`src/rtl/mexp_pkg.sv`:
```
// Shared constants and types for the modular exponentiation block.
// No dependencies; compiled first.
`default_nettype none

package mexp_pkg;

  localparam int unsigned BASE_W   = 32;
  localparam int unsigned EXP_BITS = 32;
  localparam int unsigned MOD_BITS = 31;
  localparam int unsigned CNT_W    = $clog2(BASE_W);

  localparam logic [MOD_BITS-1:0] MODULUS_RESET = MOD_BITS'(5318008);

  // Request to the shared modular multiplier: product = (a * b) mod m, b below m.
  typedef struct packed {
    logic                start;
    logic [BASE_W-1:0]   a;
    logic [MOD_BITS-1:0] b;
  } mexp_mm_req_t;

  typedef struct packed {
    logic                busy;
    logic                done;
    logic [MOD_BITS-1:0] product;
  } mexp_mm_sts_t;

endpackage

`default_nettype wire

```
`src/rtl/mexp_if.sv`:
```
// Valid/ready channel interfaces for the modular exponentiation block.
// Depends on mexp_pkg for field widths.
`default_nettype none

interface mexp_in_if;
  import mexp_pkg::*;

  logic                valid;
  logic                ready;
  logic [BASE_W-1:0]   base;
  logic [BASE_W-1:0]   exponent;

  modport source (output valid, output base, output exponent, input ready);
  modport sink   (input valid, input base, input exponent, output ready);
endinterface

interface mexp_out_if;
  import mexp_pkg::*;

  logic                valid;
  logic                ready;
  logic [MOD_BITS-1:0] power;

  modport source (output valid, output power, input ready);
  modport sink   (input valid, input power, output ready);
endinterface

`default_nettype wire

```
`src/rtl/mexp_mulmod.sv`:
```
// Bit-serial interleaved modular multiplier, one multiplier bit per cycle, MSB first.
// Depends on mexp_pkg.
`default_nettype none

module mexp_mulmod (
  input  wire logic                          clk_i,
  input  wire logic                          rst_ni,
  input  wire logic [mexp_pkg::MOD_BITS-1:0] mod_i,
  input  wire mexp_pkg::mexp_mm_req_t        req_i,
  output      mexp_pkg::mexp_mm_sts_t        sts_o
);
  import mexp_pkg::*;

  logic                busy_q, busy_d;
  logic                done_q, done_d;
  logic [CNT_W-1:0]    cnt_q, cnt_d;
  logic [BASE_W-1:0]   a_q, a_d;
  logic [MOD_BITS-1:0] b_q, b_d;
  logic [MOD_BITS-1:0] r_q, r_d;

  logic [MOD_BITS:0]   m_ext;
  logic [MOD_BITS:0]   dbl, dbl_red, acc, acc_red;

  // One step: r = (2r + bit*b) mod m, each partial sum stays below 2m.
  always_comb begin
    m_ext   = {1'b0, mod_i};
    dbl     = {r_q, 1'b0};
    dbl_red = (dbl >= m_ext) ? dbl - m_ext : dbl;
    acc     = dbl_red + (a_q[BASE_W-1] ? {1'b0, b_q} : '0);
    acc_red = (acc >= m_ext) ? acc - m_ext : acc;
  end

  always_comb begin
    busy_d = busy_q;
    done_d = 1'b0;
    cnt_d  = cnt_q;
    a_d    = a_q;
    b_d    = b_q;
    r_d    = r_q;
    if (busy_q) begin
      r_d   = acc_red[MOD_BITS-1:0];
      a_d   = {a_q[BASE_W-2:0], 1'b0};
      cnt_d = cnt_q + 1'b1;
      if (cnt_q == CNT_W'(BASE_W - 1)) begin
        busy_d = 1'b0;
        done_d = 1'b1;
      end
    end else if (req_i.start) begin
      busy_d = 1'b1;
      cnt_d  = '0;
      a_d    = req_i.a;
      b_d    = req_i.b;
      r_d    = '0;
    end
  end

  always_ff @(posedge clk_i or negedge rst_ni) begin
    if (!rst_ni) begin
      busy_q <= 1'b0;
      done_q <= 1'b0;
      cnt_q  <= '0;
    end else begin
      busy_q <= busy_d;
      done_q <= done_d;
      cnt_q  <= cnt_d;
    end
  end

  always_ff @(posedge clk_i) begin
    a_q <= a_d;
    b_q <= b_d;
    r_q <= r_d;
  end

  assign sts_o.busy    = busy_q;
  assign sts_o.done    = done_q;
  assign sts_o.product = r_q;

endmodule

`default_nettype wire

```
`src/rtl/modular_exponentiation.sv`:
```
// Top level: right-to-left square-and-multiply sequencer around mexp_mulmod.
// Depends on mexp_pkg, mexp_if and mexp_mulmod.
//
//   port        dir   kind        payload
//   in_i        sink  valid/ready base[31:0], exponent[31:0]
//   out_o       src   valid/ready power[30:0]
//   cfg_we_i    in    write       cfg_wdata_i[30:0] -> modulus
//
// Each modular product runs through the 32 multiplier bits in the single bit-serial
// multiplier, which then raises done. An item costs one base reduction, then per
// exponent bit up to the highest set bit one square and, for a set bit, one multiply.
// The next item can be taken in the same cycle that the valid result appears.
// Input is taken only while the sequencer is idle; a finished result waits in
// the output register, and the block stalls only if a new result is ready first.
// Reset loads the modulus with 5318008 and leaves the block idle.
`default_nettype none

module modular_exponentiation (
  input  wire logic                          clk_i,
  input  wire logic                          rst_ni,
  input  wire logic                          cfg_we_i,
  input  wire logic [mexp_pkg::MOD_BITS-1:0] cfg_wdata_i,
  mexp_in_if.sink                            in_i,
  mexp_out_if.source                         out_o
);
  import mexp_pkg::*;

  localparam logic [2:0] S_IDLE = 3'd0;
  localparam logic [2:0] S_RED  = 3'd1;
  localparam logic [2:0] S_BIT  = 3'd2;
  localparam logic [2:0] S_MUL  = 3'd3;
  localparam logic [2:0] S_SQR  = 3'd4;
  localparam logic [2:0] S_FIN  = 3'd5;

  logic [2:0]          state_q, state_d;
  logic [MOD_BITS-1:0] mod_q;
  logic [MOD_BITS-1:0] m_eff;
  logic [EXP_BITS-1:0] exp_q, exp_d;
  logic [MOD_BITS-1:0] base_q, base_d;
  logic [MOD_BITS-1:0] res_q, res_d;
  logic                ovalid_q, ovalid_d;
  logic [MOD_BITS-1:0] power_q, power_d;

  mexp_mm_req_t mm_req;
  mexp_mm_sts_t mm_sts;

  // A zero modulus acts as one.
  assign m_eff = (mod_q == '0) ? MOD_BITS'(1) : mod_q;

  mexp_mulmod u_mulmod (
    .clk_i  (clk_i),
    .rst_ni (rst_ni),
    .mod_i  (m_eff),
    .req_i  (mm_req),
    .sts_o  (mm_sts)
  );

  assign in_i.ready  = (state_q == S_IDLE);
  assign out_o.valid = ovalid_q;
  assign out_o.power = power_q;

  always_comb begin
    state_d  = state_q;
    exp_d    = exp_q;
    base_d   = base_q;
    res_d    = res_q;
    ovalid_d = ovalid_q && !out_o.ready;
    power_d  = power_q;
    mm_req   = '0;
    unique case (state_q)
      S_IDLE: begin
        if (in_i.valid) begin
          // Reduce the base as base * 1 mod m.
          mm_req.start = 1'b1;
          mm_req.a     = in_i.base;
          mm_req.b     = (m_eff == MOD_BITS'(1)) ? '0 : MOD_BITS'(1);
          exp_d        = in_i.exponent[EXP_BITS-1:0];
          res_d        = MOD_BITS'(1);
          state_d      = S_RED;
        end
      end
      S_RED: begin
        if (mm_sts.done) begin
          base_d  = mm_sts.product;
          state_d = S_BIT;
        end
      end
      S_BIT: begin
        if (exp_q == '0) begin
          state_d = S_FIN;
        end else begin
          mm_req.start = 1'b1;
          mm_req.a     = BASE_W'(exp_q[0] ? res_q : base_q);
          mm_req.b     = base_q;
          state_d      = exp_q[0] ? S_MUL : S_SQR;
        end
      end
      S_MUL: begin
        if (mm_sts.done) begin
          res_d        = mm_sts.product;
          mm_req.start = 1'b1;
          mm_req.a     = BASE_W'(base_q);
          mm_req.b     = base_q;
          state_d      = S_SQR;
        end
      end
      S_SQR: begin
        if (mm_sts.done) begin
          base_d  = mm_sts.product;
          exp_d   = exp_q >> 1;
          state_d = S_BIT;
        end
      end
      S_FIN: begin
        // Hold until the output register is free.
        if (!ovalid_q || out_o.ready) begin
          ovalid_d = 1'b1;
          power_d  = res_q;
          state_d  = S_IDLE;
        end
      end
      default: begin
        state_d = S_IDLE;
      end
    endcase
  end

  always_ff @(posedge clk_i or negedge rst_ni) begin
    if (!rst_ni) begin
      state_q  <= S_IDLE;
      ovalid_q <= 1'b0;
      mod_q    <= MODULUS_RESET;
    end else begin
      state_q  <= state_d;
      ovalid_q <= ovalid_d;
      if (cfg_we_i) begin
        mod_q <= cfg_wdata_i;
      end
    end
  end

  always_ff @(posedge clk_i) begin
    exp_q   <= exp_d;
    base_q  <= base_d;
    res_q   <= res_d;
    power_q <= power_d;
  end

  // The multiplier is never restarted while it still works.
  assert property (@(posedge clk_i) disable iff (!rst_ni)
    mm_req.start |-> !mm_sts.busy)
    else $error("multiplier started while busy");

  // A finished product only arrives while the sequencer waits for one.
  assert property (@(posedge clk_i) disable iff (!rst_ni)
    mm_sts.done |-> (state_q == S_RED || state_q == S_MUL || state_q == S_SQR))
    else $error("product arrived outside a wait state");

  // Each square consumes exactly one exponent bit.
  assert property (@(posedge clk_i) disable iff (!rst_ni)
    (state_q == S_SQR && mm_sts.done) |=> (exp_q == ($past(exp_q) >> 1)))
    else $error("exponent not shifted after square");

  // A delivered power is reduced, except the unreduced one of a zero exponent.
  assert property (@(posedge clk_i) disable iff (!rst_ni)
    out_o.valid |-> (out_o.power < m_eff || out_o.power == MOD_BITS'(1)))
    else $error("power not reduced");

endmodule

`default_nettype wire
```
`src/flat_wrapper.sv`:
```
// flat-port wrapper written by rule: the top's interface ports become plain ports
module modular_exponentiation_flat import mexp_pkg::*;
  (clk_i, rst_ni, cfg_we_i, cfg_wdata_i, in_i_valid, in_i_base, in_i_exponent, in_i_ready, out_o_valid, out_o_power, out_o_ready);
  mexp_in_if in_i_i ();
  mexp_out_if out_o_i ();
  input  wire logic clk_i;
  input  wire logic rst_ni;
  input  wire logic cfg_we_i;
  input  wire logic [mexp_pkg::MOD_BITS-1:0] cfg_wdata_i;
  input wire logic [$bits(in_i_i.valid)-1:0] in_i_valid;
  input wire logic [$bits(in_i_i.base)-1:0] in_i_base;
  input wire logic [$bits(in_i_i.exponent)-1:0] in_i_exponent;
  output wire logic [$bits(in_i_i.ready)-1:0] in_i_ready;
  output wire logic [$bits(out_o_i.valid)-1:0] out_o_valid;
  output wire logic [$bits(out_o_i.power)-1:0] out_o_power;
  input wire logic [$bits(out_o_i.ready)-1:0] out_o_ready;
  assign in_i_i.valid = in_i_valid;
  assign in_i_i.base = in_i_base;
  assign in_i_i.exponent = in_i_exponent;
  assign in_i_ready = in_i_i.ready;
  assign out_o_valid = out_o_i.valid;
  assign out_o_power = out_o_i.power;
  assign out_o_i.ready = out_o_ready;
  modular_exponentiation u_core (.clk_i(clk_i), .rst_ni(rst_ni), .cfg_we_i(cfg_we_i), .cfg_wdata_i(cfg_wdata_i), .in_i(in_i_i), .out_o(out_o_i));
endmodule
```
`config.mk`:
```
export PLATFORM = sky130hd
export DESIGN_NAME = modular_exponentiation_flat
export DESIGN_NICKNAME = d
export VERILOG_FILES = /design/src/rtl/mexp_pkg.sv /design/src/rtl/mexp_if.sv /design/src/rtl/mexp_mulmod.sv /design/src/rtl/modular_exponentiation.sv /design/src/flat_wrapper.sv
export SDC_FILE = /design/constraint.sdc
export NUM_CORES = 1
export LEC_CHECK = 0
export BUFFER_PORTS_ARGS = -buffer_cell sky130_fd_sc_hd__clkbuf_2
export CELL_PAD_IN_SITES_DETAIL_PLACEMENT = 0
export CELL_PAD_IN_SITES_GLOBAL_PLACEMENT = 2
export CORE_ASPECT_RATIO = 1.25
export CORE_MARGIN = 2
export CORE_UTILIZATION = 40
export CTS_CLUSTER_SIZE = 40
export DETAILED_ROUTE_END_ITERATION = 10
export PLACE_DENSITY = 0.84
export SYNTH_ARGS = -nofsm -noshare
export SYNTH_HDL_FRONTEND = slang
export SYNTH_HIERARCHICAL = 1
export SYNTH_SLANG_ARGS = --single-unit
export TNS_END_PERCENT = 20
```
`constraint.sdc`:
```
create_clock -name clk_i -period 11 [get_ports clk_i]
set_clock_uncertainty 0.2 [all_clocks]
set_input_delay 2.2 -clock clk_i [delete_from_list [all_inputs] [get_ports clk_i]]
set_output_delay 2.2 -clock clk_i [all_outputs]
set_load 0.01 [all_outputs]
```
=== Word level (Yosys, flattened, before mapping) ===
Cells that the tools add are included.

* Add/subtract/negate cells: 4
* Order comparisons: 2
* Muxes and demuxes: 36
* Reductions and logical operators: 17
* Equality and inequality tests: 12
* Bitwise operators: 1

{| class="wikitable"
|+ Operators by type and width
! operator !! number
|-
| $mux 31 || 8
|-
| $mux 64 || 3
|-
| $pmux 64 s3 || 1
|-
| $mux 32 || 5
|-
| $ge 32x31->1 || 2
|-
| $pmux 32 s2 || 1
|-
| $pmux 31 s2 || 1
|-
| $add 32x31->32 || 1
|-
| $logic_not 32->1 || 1
|-
| $sub 32x31->32 || 1
|-
| $eq 31x1->1 const B || 1
|-
| $logic_not 31->1 || 1
|-
| $sub 31x31->31 || 1
|-
| $mux 3 || 6
|-
| $pmux 3 s5 || 1
|-
| $mux 5 || 2
|-
| $mux 1 || 8
|-
| $eq 3x2->1 const B || 2
|-
| $eq 3x3->1 const B || 2
|-
| $ne 2x2->1 const B || 3
|-
| $reduce_and 2->1 || 3
|-
| $reduce_and 3->1 || 2
|-
| $reduce_bool 2->1 || 3
|-
| $add 5x1->5 const B || 1
|-
| other kinds (10) || 12
|}

* Logic and storage cells: 86
* Bits of input ports: 100
* Register bits after elaboration: 261
* Output and inout port bits: 33

=== Logic depth before layout (Yosys ltp) ===
Gate-level depths: netlist of run 1.

* Word-level depth: 8
* Mapped depth: 36
* Depth with buffers taken out: 33

=== Modules after synthesis ===
The synthesis of run 1 kept the hierarchy.

{| class="wikitable"
|+ Modules (own cells, without submodules)
! module !! times used !! sequential area each (µm²) !! area each (µm²) !! cells each
|-
| mexp_mulmod || 1 || 2987.9 || 9850.7 || 1144
|-
| modular_exponentiation || 1 || 4642.0 || 7138.1 || 529
|}

=== Worst setup path after synthesis of run 1 ===
Ideal clock, no wire load.

* Path kind: flip-flop to flip-flop
* Start point: register u_core.mod_q[25]
* End point: register u_core.u_mulmod.r_q[23], data pin
* Required time: 10532 ps
* Path buffers: 4
* Path slack: 2999 ps
* Stages on the path, launching flop included: 34
* Arrival time: 7533 ps
* Cells stage by stage: dfrtp_1 nor4_1 nand4_1 o21bai_1 inv_1 fa_1 a211oi_1 o21ai_0 a31oi_1 o211ai_1 o211ai_1 and2_0 clkbuf_1 buf_1 nand2_1 o31ai_1 ha_1 nand3_1 a21boi_0 o31a_1 o21ai_0 o311ai_0 and3_1 mux2_2 or2_2 ha_1 nand3_1 nor3_1 a31o_2 clkbuf_1 clkbuf_1 nor3_1 mux2i_1 o22ai_1

* Cells in the longest elaborated chain, start to end: 8
* Elaborated cells on any way between the ends: 10
* Those cells by class: add/sub: 3; order compare: 2; mux: 4; reduce/logical: 1

{| class="wikitable"
|+ RTL lines
! what !! line !! RTL
|-
| start, declared || modular_exponentiation.sv:36 || <nowiki>logic [MOD_BITS-1:0] mod_q;</nowiki>
|-
| start signal, assigned || modular_exponentiation.sv:137 || <nowiki>mod_q <= cfg_wdata_i;</nowiki>
|-
| $logic_not 31->1 (*) || modular_exponentiation.sv:48 || <nowiki>assign m_eff = (mod_q == '0) ? MOD_BITS'(1) : mod_q;</nowiki>
|-
| $mux 31 (*) || modular_exponentiation.sv:48 ||
|-
| named net u_core.m_eff[0] || modular_exponentiation.sv:37 || <nowiki>logic [MOD_BITS-1:0] m_eff;</nowiki>
|-
| $sub 32x31->32 / $ge 32x31->1 (equally long branches) || mexp_mulmod.sv:28 || <nowiki>dbl_red = (dbl >= m_ext) ? dbl - m_ext : dbl;</nowiki>
|-
| $mux 32 || mexp_mulmod.sv:28 ||
|-
| $add 32x31->32 || mexp_mulmod.sv:29 || <nowiki>acc = dbl_red + (a_q[BASE_W-1] ? {1'b0, b_q} : '0);</nowiki>
|-
| $sub 31x31->31 / $ge 32x31->1 (equally long branches) || mexp_mulmod.sv:30 || <nowiki>acc_red = (acc >= m_ext) ? acc - m_ext : acc;</nowiki>
|-
| $mux 31 (*) || mexp_mulmod.sv:30 ||
|-
| $mux 31 (*) || mexp_mulmod.sv:40 || <nowiki>if (busy_q) begin</nowiki>
|-
| end signal, assigned || mexp_mulmod.sv:72 || <nowiki>r_q <= r_d;</nowiki>
|-
| end, declared || mexp_mulmod.sv:19 || <nowiki>logic [MOD_BITS-1:0] r_q, r_d;</nowiki>
|}

Mark *: on every way through the listed nets, which the timed path passes. The rest lies on a longest branch.
A chain may end at the register's enable or synchronous reset.

=== Worst setup path in the final report of run 1 ===
* Start point: register u_core.mod_q[25]
* End point: register u_core.u_mulmod.r_q[2], data pin

The elaborated chain is that of the path after synthesis.

==> results.py, run 1 <==
metrics = {
    "outcome": {
        "status": "completed",
    },
    "clocking": {
        "cts_setup_buffers": 0,
        "cts-resized-gates": 0,
        "cts.sink_count": 261,
        "clk_pin_slew_ns": 0.06,
        "cts.path.max_buffers": 3,
        "root_buffer": "clkbuf_16",
        "cts-htree-levels": 1,
        "tritoncts": "done",
        "cts_inserted_buffers": 29,
        "clock_insertion_delay_worst_skew_ns": 0.57,
        "cts-hold-fix-buffers": 0,
    },
    "setup_path": {
        "critical_path.most_common_cell": "o21ai_0",
        "critical_path_required_ns": 11.09,
        "worst_path_max_delay_cell": "o311ai_0",
        "crit_family": "compound AO/OA/AOI/OAI gates",
        "slowest_delay_ns": 0.67,
        "path_class": "reg2reg",
        "path_buf_inv": 3,
        "crit_path_start_kind": "flip-flop",
        "worstPathMaxFanout": 39,
        "endpoint_kind": "flip-flop",
        "cp_data_arrival_time_ns": 9.79,
    },
    "place": {
        "detailed_place_hpwl_um": 35900,
        "gp_congestion": 0.926,
        "io_buffer_count": 132,
    },
    "route": {
        "drt-wirelength-per-cell_um": 20.3,
        "via_per_inst": 5.68,
        "dr.pass1.iters": 5,
        "iter_0_drt_violations": 992,
        "detail_route_antenna_nets": 0,
        "detailroute.via_count": 13239,
        "drc_violations_left": 0,
        "routed_wirelength_um": 47200,
    },
    "timing": {
        "worst_slew_margin_rel": 0.235,
        "fin_crit_ns": 9.70,
        "total_negative_slack_for_setup_checks_ns": 0,
        "finalHoldViolCount": 0,
        "report.final.slew_viol_count": 0,
        "setup_viol": 0,
        "share_of_the_clock_period_used_by_the_worst_path_after_layout": 0.882,
        "worst_slew_pin_slew_ns": 1.15,
        "fmax_mhz": 103,
        "grt_setup_unrepaired": "false",
    },
    "floorplan": {
        "die_height_um": 234,
        "start_util": 0.405,
        "rows": 84,
        "design.core.area_um2": 41900,
        "die_w_um": 188,
        "top_level_ports": 133,
        "fp.dieArea_um2": 44100,
    },
    "yosys": {
        "yosysWarnings": 6,
        "cells_after_synth": 1672,
        "syn_nets": 1870,
        "synth.cell_area_um2": 17000,
        "synth_area_per_cell_um2": 10.2,
    },
    "global_routing": {
        "grt_max_degree": 50,
        "grt_first_pass_wirelength_um": 73100,
        "number_of_global_route_vias_before_repair": 12924,
        "gr-total-overflow": 0,
        "grt_util_all_layers": 0.210,
        "antenna_found_initial": 0,
    },
    "finish": {
        "areaGrowthSynthToFinish_pct": 12.1,
        "nNetsFinal": 1947,
        "ratio_of_cells_with_drive_above_1_in_the_final_layout": 0.163,
        "antenna_cells_inserted": 0,
    },
    "min_path": {
        "hold_path.class": "reg2reg",
    },
    "job": {
        "maxCapViolations": 0,
    },
}
-- layer usage --
layer	global-route usage	vias to the layer above	part of all wire
met4	0.0571	0	0.022
met3	0.0233	64	0.050
li1	-	6412	-
met2	0.354	401	0.47
met5	0	-	0
met1	0.287	6362	0.46
-- sequential cells by signal, indices dropped and copies added, names as in the netlist, 31 cells and up --
signal,cells
u_core/res_q,31
u_core/u_mulmod/b_q,31
u_core/u_mulmod/a_q,32
u_core/out_o.power,31
u_core/u_mulmod/r_q,31
u_core/exp_q,32
u_core/mod_q,31
u_core/base_q,31
-- worst paths after layout --
path | endpoint | startpoint | slack (ns) | cells after the start
worst max-delay path | u_core/u_mulmod/r_q[2]$_SDFFCE_PN0P_ | u_core/mod_q[25]$_DFFE_PN0P_ | 1.30 | 30
worst min-delay path | u_core/out_o.power[29]$_DFFE_PP_ | u_core/res_q[29]$_SDFFCE_PN0P_ | 0.25 | 0
worst max register to register | u_core/u_mulmod/r_q[2]$_SDFFCE_PN0P_ | u_core/mod_q[25]$_DFFE_PN0P_ | 1.30 | 30
worst min register to register | u_core/out_o.power[29]$_DFFE_PP_ | u_core/res_q[29]$_SDFFCE_PN0P_ | 0.25 | 0
max in group asynchronous | u_core/mod_q[26]$_DFFE_PN0P_ | rst_ni | 8.63 | 2
min in group asynchronous | u_core/out_o.valid$_DFF_PN0_ | rst_ni | 1.52 | 2
-- cell usage in the layout (no fill, tap or decap), types with 23 or more instances in the layout --
cell,n
xor2_1,28
nand2_1,138
nor3_1,49
and2_1,66
a22o_1,33
clkbuf_2,132
ha_1,95
inv_1,85
xnor2_1,34
dfrtp_1,31
mux2_2,54
edfxtp_1,218
o21ai_0,79
nor2_1,61
a21o_1,32
o211ai_1,23
a21oi_1,100
mux2i_1,34
nand3_1,59
clkbuf_16,29
-- area by class of cell --
cell class	instances	area, um2
repair buffers	151	803
flip-flops and latches	261	7630
multi-input cells	1219	8580
inverters	87	327
clock buffers	33	761
clock inverters	20	234
fillers	3978	22900
well taps	559	699
-- worst reg2reg max path, delay by kind of cell (launching register included) --
kind	cells	cell delay [ns]
AOI/OAI and AO/OA	11	3.01
and+or+nand+nor	10	2.69
adders and majority gates	3	1.32
muxes	3	1.07
buffers and inverters	3	0.74
DFF	1	0.39
-- stage by stage --
step | utilization | instance area [um2] | hold WS (ns) | setup slack, ns | instances
finish | 0.454 | 19000 | 0.248 | 1.30 | 2330
global route | 0.454 | 19000 | 0.268 | 0.561 | 2330
CTS | 0.454 | 19000 | 0.251 | 1.24 | 2330
detailed placement | 0.430 | 18000 | 0.236 | 1.26 | 2277
global placement | 0.430 | 18000 | 0.236 | 1.42 | 2277
floorplan | - | 17000 | 0.227 | 3.00 | 1672
Power of run 1 is not shown: default switching activity piles up to over one toggle a cycle in this logic, so the estimate is an artifact.
==> run 2: changes to the inputs <==
--- a/config.mk
+++ b/config.mk
@@ -8,10 +8,9 @@
 export BUFFER_PORTS_ARGS = -buffer_cell sky130_fd_sc_hd__clkbuf_2
 export CELL_PAD_IN_SITES_DETAIL_PLACEMENT = 0
 export CELL_PAD_IN_SITES_GLOBAL_PLACEMENT = 2
-export CORE_ASPECT_RATIO = 1.25
 export CORE_MARGIN = 2
 export CORE_UTILIZATION = 40
-export CTS_CLUSTER_SIZE = 40
+export CTS_CLUSTER_SIZE = 30
 export DETAILED_ROUTE_END_ITERATION = 10
 export PLACE_DENSITY = 0.84
 export SYNTH_ARGS = -nofsm -noshare
==> run 2 against run 1 <==
  * Register-to-register slack worse by 0.26 ns
  * Via count down 0.79%
  * Highest routed layer unchanged
  * Sequential share of layout area up 0.074 points
  * Hold slack better by 0.0048 ns
  * Worst setup slack worse by 0.26 ns
  * Die area about the same
  * Maximum frequency down 2.6%
  * First-iteration DRC count up 6.0%
  * Sequential cell count unchanged
==> results.py, run 2 (synthesized netlist as in run 1, its figures left out) <==
metrics = {
    "outcome": {
        "status": "completed",
    },
    "setup_path": {
        "endpoint_kind": "flip-flop",
        "worstSetupStartpoint": "u_core/mod_q[25]$_DFFE_PN0P_",
        "crit_path_start_kind": "flip-flop",
        "slowest_delay_ns": 0.64,
        "cp_data_arrival_time_ns": 10.08,
        "r2r-start": "u_core/mod_q[25]$_DFFE_PN0P_",
        "timing.reg2reg.setup_slack_ns": 1.04,
        "critical_r2r_capture": "u_core/u_mulmod/r_q[16]$_SDFFCE_PN0P_",
        "critical_path_required_ns": 11.12,
        "worstPathMaxFanout": 31,
        "path_class": "reg2reg",
        "r2r_cells": 29,
        "worst_path_max_delay_cell": "o311ai_0",
    },
    "floorplan": {
        "design.core.area_um2": 41900,
        "die_height_um": 210,
        "fp.dieArea_um2": 44100,
        "die_w_um": 210,
        "top_level_ports": 133,
        "start_util": 0.405,
        "rows": 75,
    },
    "global_routing": {
        "number_of_global_route_vias_before_repair": 12650,
        "gr-total-overflow": 0,
        "antenna_found_initial": 1,
        "grt_first_pass_wirelength_um": 73700,
        "grt_max_degree": 63,
        "grt_util_all_layers": 0.212,
    },
    "clocking": {
        "cts-hold-fix-buffers": 0,
        "clk_pin_slew_ns": 0.06,
        "cts-htree-levels": 1,
        "cts_setup_buffers": 0,
        "clock_insertion_delay_worst_skew_ns": 0.59,
        "tritoncts": "done",
        "cts.sink_count": 261,
        "cts_inserted_buffers": 31,
        "root_buffer": "clkbuf_16",
        "cts.path.max_buffers": 3,
    },
    "finish": {
        "nNetsFinal": 1947,
        "ratio_of_cells_with_drive_above_1_in_the_final_layout": 0.163,
        "fillcell_total": 3980,
        "top_regs": "u_core/exp_q (32), u_core/u_mulmod/a_q (32)",
        "layout.cells.most_common_list": "edfxtp_1 (218), nand2_1 (138), clkbuf_2 (132), a21oi_1 (100), ha_1 (95)",
        "layout.cells.most_common": "edfxtp_1",
        "areaGrowthSynthToFinish_pct": 11.9,
    },
    "timing": {
        "grt_setup_unrepaired": "false",
        "share_of_the_clock_period_used_by_the_worst_path_after_layout": 0.905,
        "setup_viol": 0,
        "worst_slew_margin_rel": 0.282,
        "total_negative_slack_for_setup_checks_ns": 0,
        "report.final.slew_viol_count": 0,
        "fmax_mhz": 100,
        "finalHoldViolCount": 0,
        "fin_crit_ns": 9.96,
        "worst_slew_pin_slew_ns": 1.07,
    },
    "job": {
        "maxCapViolations": 0,
    },
    "place": {
        "io_buffer_count": 132,
        "detailed_place_hpwl_um": 35900,
        "gp_congestion": 0.909,
    },
    "route": {
        "via_per_inst": 5.68,
        "maxUsedRoutingLayer": "met4",
        "detail_route_antenna_nets": 0,
        "dr.pass1.iters": 6,
        "routed_wirelength_um": 46600,
        "dr_wl_met2_um": 18800,
        "wirelength_met1_um": 24300,
        "wl_met3_um": 2750,
        "drt-wirelength-per-cell_um": 20.2,
        "detailroute.via_count": 13135,
        "drc_violations_left": 0,
        "iter_0_drt_violations": 1052,
    },
    "min_path": {
        "hold_path.class": "reg2reg",
        "hold-path-cell-count": 0,
        "holdPathEnd": "u_core/out_o.power[28]$_DFFE_PP_",
        "launch_point_of_the_worst_hold_path": "u_core/res_q[28]$_SDFFCE_PN0P_",
    },
}
## run 2: timing repair
| action | in CTS | in global routing |
|---|---|---|
| gates resized for setup | 0 | 1 |
| endpoints found under the hold margin | 0 | 0 |
| setup endpoints to repair | 0 | 11 |
## run 2: worst max path at each step
stage / slack, ns / endpoint / cells past startpoint
floorplan: 3.00 / u_core/u_mulmod/r_q[23]$_SDFFCE_PN0P_ / 33
global placement: 1.17 / u_core/u_mulmod/r_q[1]$_SDFFCE_PN0P_ / 29
detailed placement: 0.88 / u_core/u_mulmod/r_q[28]$_SDFFCE_PN0P_ / 29
CTS: 0.84 / u_core/u_mulmod/r_q[16]$_SDFFCE_PN0P_ / 29
global route: 0.20 / u_core/u_mulmod/r_q[16]$_SDFFCE_PN0P_ / 29
finish: 1.04 / u_core/u_mulmod/r_q[16]$_SDFFCE_PN0P_ / 29
## run 2: cell type report
cell class,count,area [um2],share of cell area
inverter,87,327,0.0172
tap,539,674,0.0355
antenna,2,5.00,0.000263
sequential,261,7630,0.402
multi-input combinational,1219,8580,0.451
clock buffer,35,791,0.0416
timing repair buffer,149,801,0.0421
clock inverter,21,193,0.0101
## run 2: critical path, delay by kind of cell, from the launching register on
| kind | cells | cell delay, ns |
|---|---|---|
| buffers and inverters | 2 | 0.23 |
| multiplexers | 4 | 1.31 |
| flip-flops | 1 | 0.39 |
| AO/OA/AOI/OAI | 11 | 3.78 |
| adder cells (fa/ha/maj) | 3 | 1.33 |
| AND/OR/NAND/NOR | 9 | 2.42 |
## run 2: layer usage
metal | vias to the layer above | global-route usage
met4 | 0 | 0.0413
met5 | - | 0
li1 | 6429 | -
met2 | 413 | 0.304
met3 | 53 | 0.0222
met1 | 6240 | 0.342
## run 2: stage by stage
step	std cells	worst slack (ns)	utilization	instance area, um2	hold slack [ns]
2_1_floorplan	1672	3.00	-	17000	0.227
3_3_place_gp	2255	1.17	0.429	18000	0.237
3_5_place_dp	2255	0.880	0.429	18000	0.237
4_1_cts	2311	0.841	0.453	19000	0.252
5_1_grt	2311	0.201	0.453	19000	0.264
6_report	2313	1.04	0.453	19000	0.253
Power of run 2 is left out for the same reason.
==> run 3: changes to the inputs <==
--- a/config.mk
+++ b/config.mk
@@ -5,14 +5,15 @@
 export SDC_FILE = /design/constraint.sdc
 export NUM_CORES = 1
 export LEC_CHECK = 0
+export ABC_AREA = 1
 export BUFFER_PORTS_ARGS = -buffer_cell sky130_fd_sc_hd__clkbuf_2
 export CELL_PAD_IN_SITES_DETAIL_PLACEMENT = 0
 export CELL_PAD_IN_SITES_GLOBAL_PLACEMENT = 2
 export CORE_MARGIN = 2
-export CORE_UTILIZATION = 40
+export CORE_UTILIZATION = 37
 export CTS_CLUSTER_SIZE = 30
 export DETAILED_ROUTE_END_ITERATION = 10
-export PLACE_DENSITY = 0.84
+export PLACE_DENSITY = 0.85
 export SYNTH_ARGS = -nofsm -noshare
 export SYNTH_HDL_FRONTEND = slang
 export SYNTH_HIERARCHICAL = 1
==> run 3 against run 2 <==
  * Area after synthesis grew 8.7%
  * Sequential cell count is the same
  * Routed wire length grew 19%
  * Highest routed layer unchanged
  * Utilization shrank 3.3 points
==> results.py, run 3 <==
metrics = {
    "clocking": {
        "cts-htree-levels": 1,
        "cts-resized-gates": 0,
        "root_buffer": "clkbuf_16",
        "clk_pin_slew_ns": 0.06,
        "cts-hold-fix-buffers": 0,
        "cts_inserted_buffers": 31,
        "clock_insertion_delay_worst_skew_ns": 0.60,
        "cts.path.max_buffers": 3,
        "tritoncts": "done",
        "cts.sink_count": 261,
        "cts_setup_buffers": 0,
    },
    "min_path": {
        "hold_path.class": "reg2reg",
    },
    "finish": {
        "fillcell_total": 5171,
        "areaGrowthSynthToFinish_pct": 11.5,
        "layout.cells.most_common": "nand2_1",
        "antenna_cells_inserted": 0,
        "final_cell_count_no_fill": 3111,
        "top_regs": "u_core/exp_q (32), u_core/u_mulmod/a_q (32)",
        "ratio_of_cells_with_drive_above_1_in_the_final_layout": 0.137,
        "nNetsFinal": 2620,
        "layout.cells.most_common_list": "nand2_1 (681), inv_1 (318), nor2_1 (223), edfxtp_1 (218), clkbuf_2 (132)",
    },
    "setup_path": {
        "worstSetupStartpoint": "u_core/mod_q[30]$_DFFE_PN0P_",
        "timing.reg2reg.setup_slack_ns": 1.61,
        "endpoint_kind": "flip-flop",
        "crit_path_start_kind": "flip-flop",
        "cp_data_arrival_time_ns": 9.63,
        "critical_path.most_common_cell": "nand2_1",
        "critical_path_required_ns": 11.24,
        "critical_r2r_capture": "u_core/u_mulmod/r_q[4]$_SDFFCE_PN0P_",
        "worstPathMaxFanout": 34,
        "slowest_delay_ns": 0.78,
        "crit_path_end": "u_core/u_mulmod/r_q[4]$_SDFFCE_PN0P_",
        "r2r_cells": 42,
        "r2r-start": "u_core/mod_q[30]$_DFFE_PN0P_",
        "path_class": "reg2reg",
        "worst_path_max_delay_cell": "inv_1",
    },
    "global_routing": {
        "number_of_global_route_vias_before_repair": 15266,
        "grt_util_all_layers": 0.216,
        "grt_first_pass_wirelength_um": 86100,
        "grt_max_degree": 71,
        "gr-total-overflow": 0,
        "antenna_found_initial": 2,
    },
    "timing": {
        "report.final.slew_viol_count": 0,
        "total_negative_slack_for_setup_checks_ns": 0,
        "fin_crit_ns": 9.39,
        "whs_ns": 0.247,
        "finalHoldViolCount": 0,
        "share_of_the_clock_period_used_by_the_worst_path_after_layout": 0.853,
        "worst_slew_pin_slew_ns": 1.16,
        "grt_setup_unrepaired": "false",
        "worst_slew_margin_rel": 0.224,
        "setup_viol": 0,
        "fmax_mhz": 107,
    },
    "floorplan": {
        "die_w_um": 227,
        "top_level_ports": 133,
        "fp.dieArea_um2": 51700,
        "start_util": 0.376,
        "die_height_um": 227,
        "design.core.area_um2": 49100,
        "rows": 81,
    },
    "route": {
        "drc_violations_left": 0,
        "iter_0_drt_violations": 1031,
        "detailroute.via_count": 15508,
        "dr.pass1.iters": 5,
        "drt-wirelength-per-cell_um": 17.8,
        "routed_wirelength_um": 55400,
        "detail_route_antenna_nets": 0,
        "via_per_inst": 4.98,
    },
    "place": {
        "detailed_place_hpwl_um": 42900,
        "io_buffer_count": 132,
        "gp_congestion": 0.913,
        "number_of_placed_cells_counting_well_taps": 3053,
    },
    "yosys": {
        "yosysWarnings": 6,
        "syn_nets": 2548,
        "synth_area_per_cell_um2": 7.86,
        "synth.cell_area_um2": 18500,
        "cells_after_synth": 2350,
    },
    "job": {
        "maxCapViolations": 0,
    },
    "outcome": {
        "status": "completed",
    },
}
-- run 3: worst max-delay path, delay by kind of cell, from the launching register on --
kind            cells  cell delay [ns]
compound gates      4             1.17
xor+xnor            1             0.32
fa+ha+maj           3             1.29
buf+inv             6             1.33
flops               1             0.38
simple gates       28             4.47
-- run 3: worst min path at each step --
| stage | startpoint | to | slack [ns] | cells after the start |
|---|---|---|---|---|
| floorplan | u_core/res_q[23]$_SDFFCE_PN0P_ | u_core/out_o.power[23]$_DFFE_PP_ | 0.23 | 0 |
| global placement | u_core/res_q[9]$_SDFFCE_PN0P_ | u_core/out_o.power[9]$_DFFE_PP_ | 0.23 | 0 |
| detailed placement | u_core/res_q[26]$_SDFFCE_PN0P_ | u_core/out_o.power[26]$_DFFE_PP_ | 0.24 | 0 |
| CTS | u_core/res_q[26]$_SDFFCE_PN0P_ | u_core/out_o.power[26]$_DFFE_PP_ | 0.25 | 0 |
| global route | u_core/res_q[19]$_SDFFCE_PN0P_ | u_core/out_o.power[19]$_DFFE_PP_ | 0.27 | 0 |
| finish | u_core/res_q[26]$_SDFFCE_PN0P_ | u_core/out_o.power[26]$_DFFE_PP_ | 0.25 | 0 |
-- run 3: routing by layer --
layer | global-route usage | wire (um) | vias to the layer above
met5 | 0 | 0 | -
met4 | 0.0458 | 1200 | 0
met3 | 0.0194 | 2620 | 62
met2 | 0.343 | 24200 | 386
met1 | 0.319 | 27500 | 7228
li1 | - | - | 7832
-- run 3: area by class of cell --
| class | count | area [um2] | area share |
|---|---|---|---|
| Inverter | 331 | 1250 | 0.0606 |
| Clock buffer | 44 | 875 | 0.0425 |
| Tap cell | 664 | 831 | 0.0404 |
| Timing Repair Buffer | 143 | 743 | 0.0361 |
| Sequential cell | 261 | 7630 | 0.371 |
| Multi-Input combinational cell | 1654 | 9070 | 0.441 |
| Clock inverter | 14 | 188 | 0.00912 |
-- run 3: stage by stage --
step                setup WS, ns  instance area, um2   util
finish                      1.61               20600  0.420
global route               0.852               20600  0.420
CTS                         1.60               20600  0.420
detailed placement          1.65               19500  0.398
global placement            1.73               19500  0.398
floorplan                   5.06               18500      -
Power of run 3 is left out for the same reason.
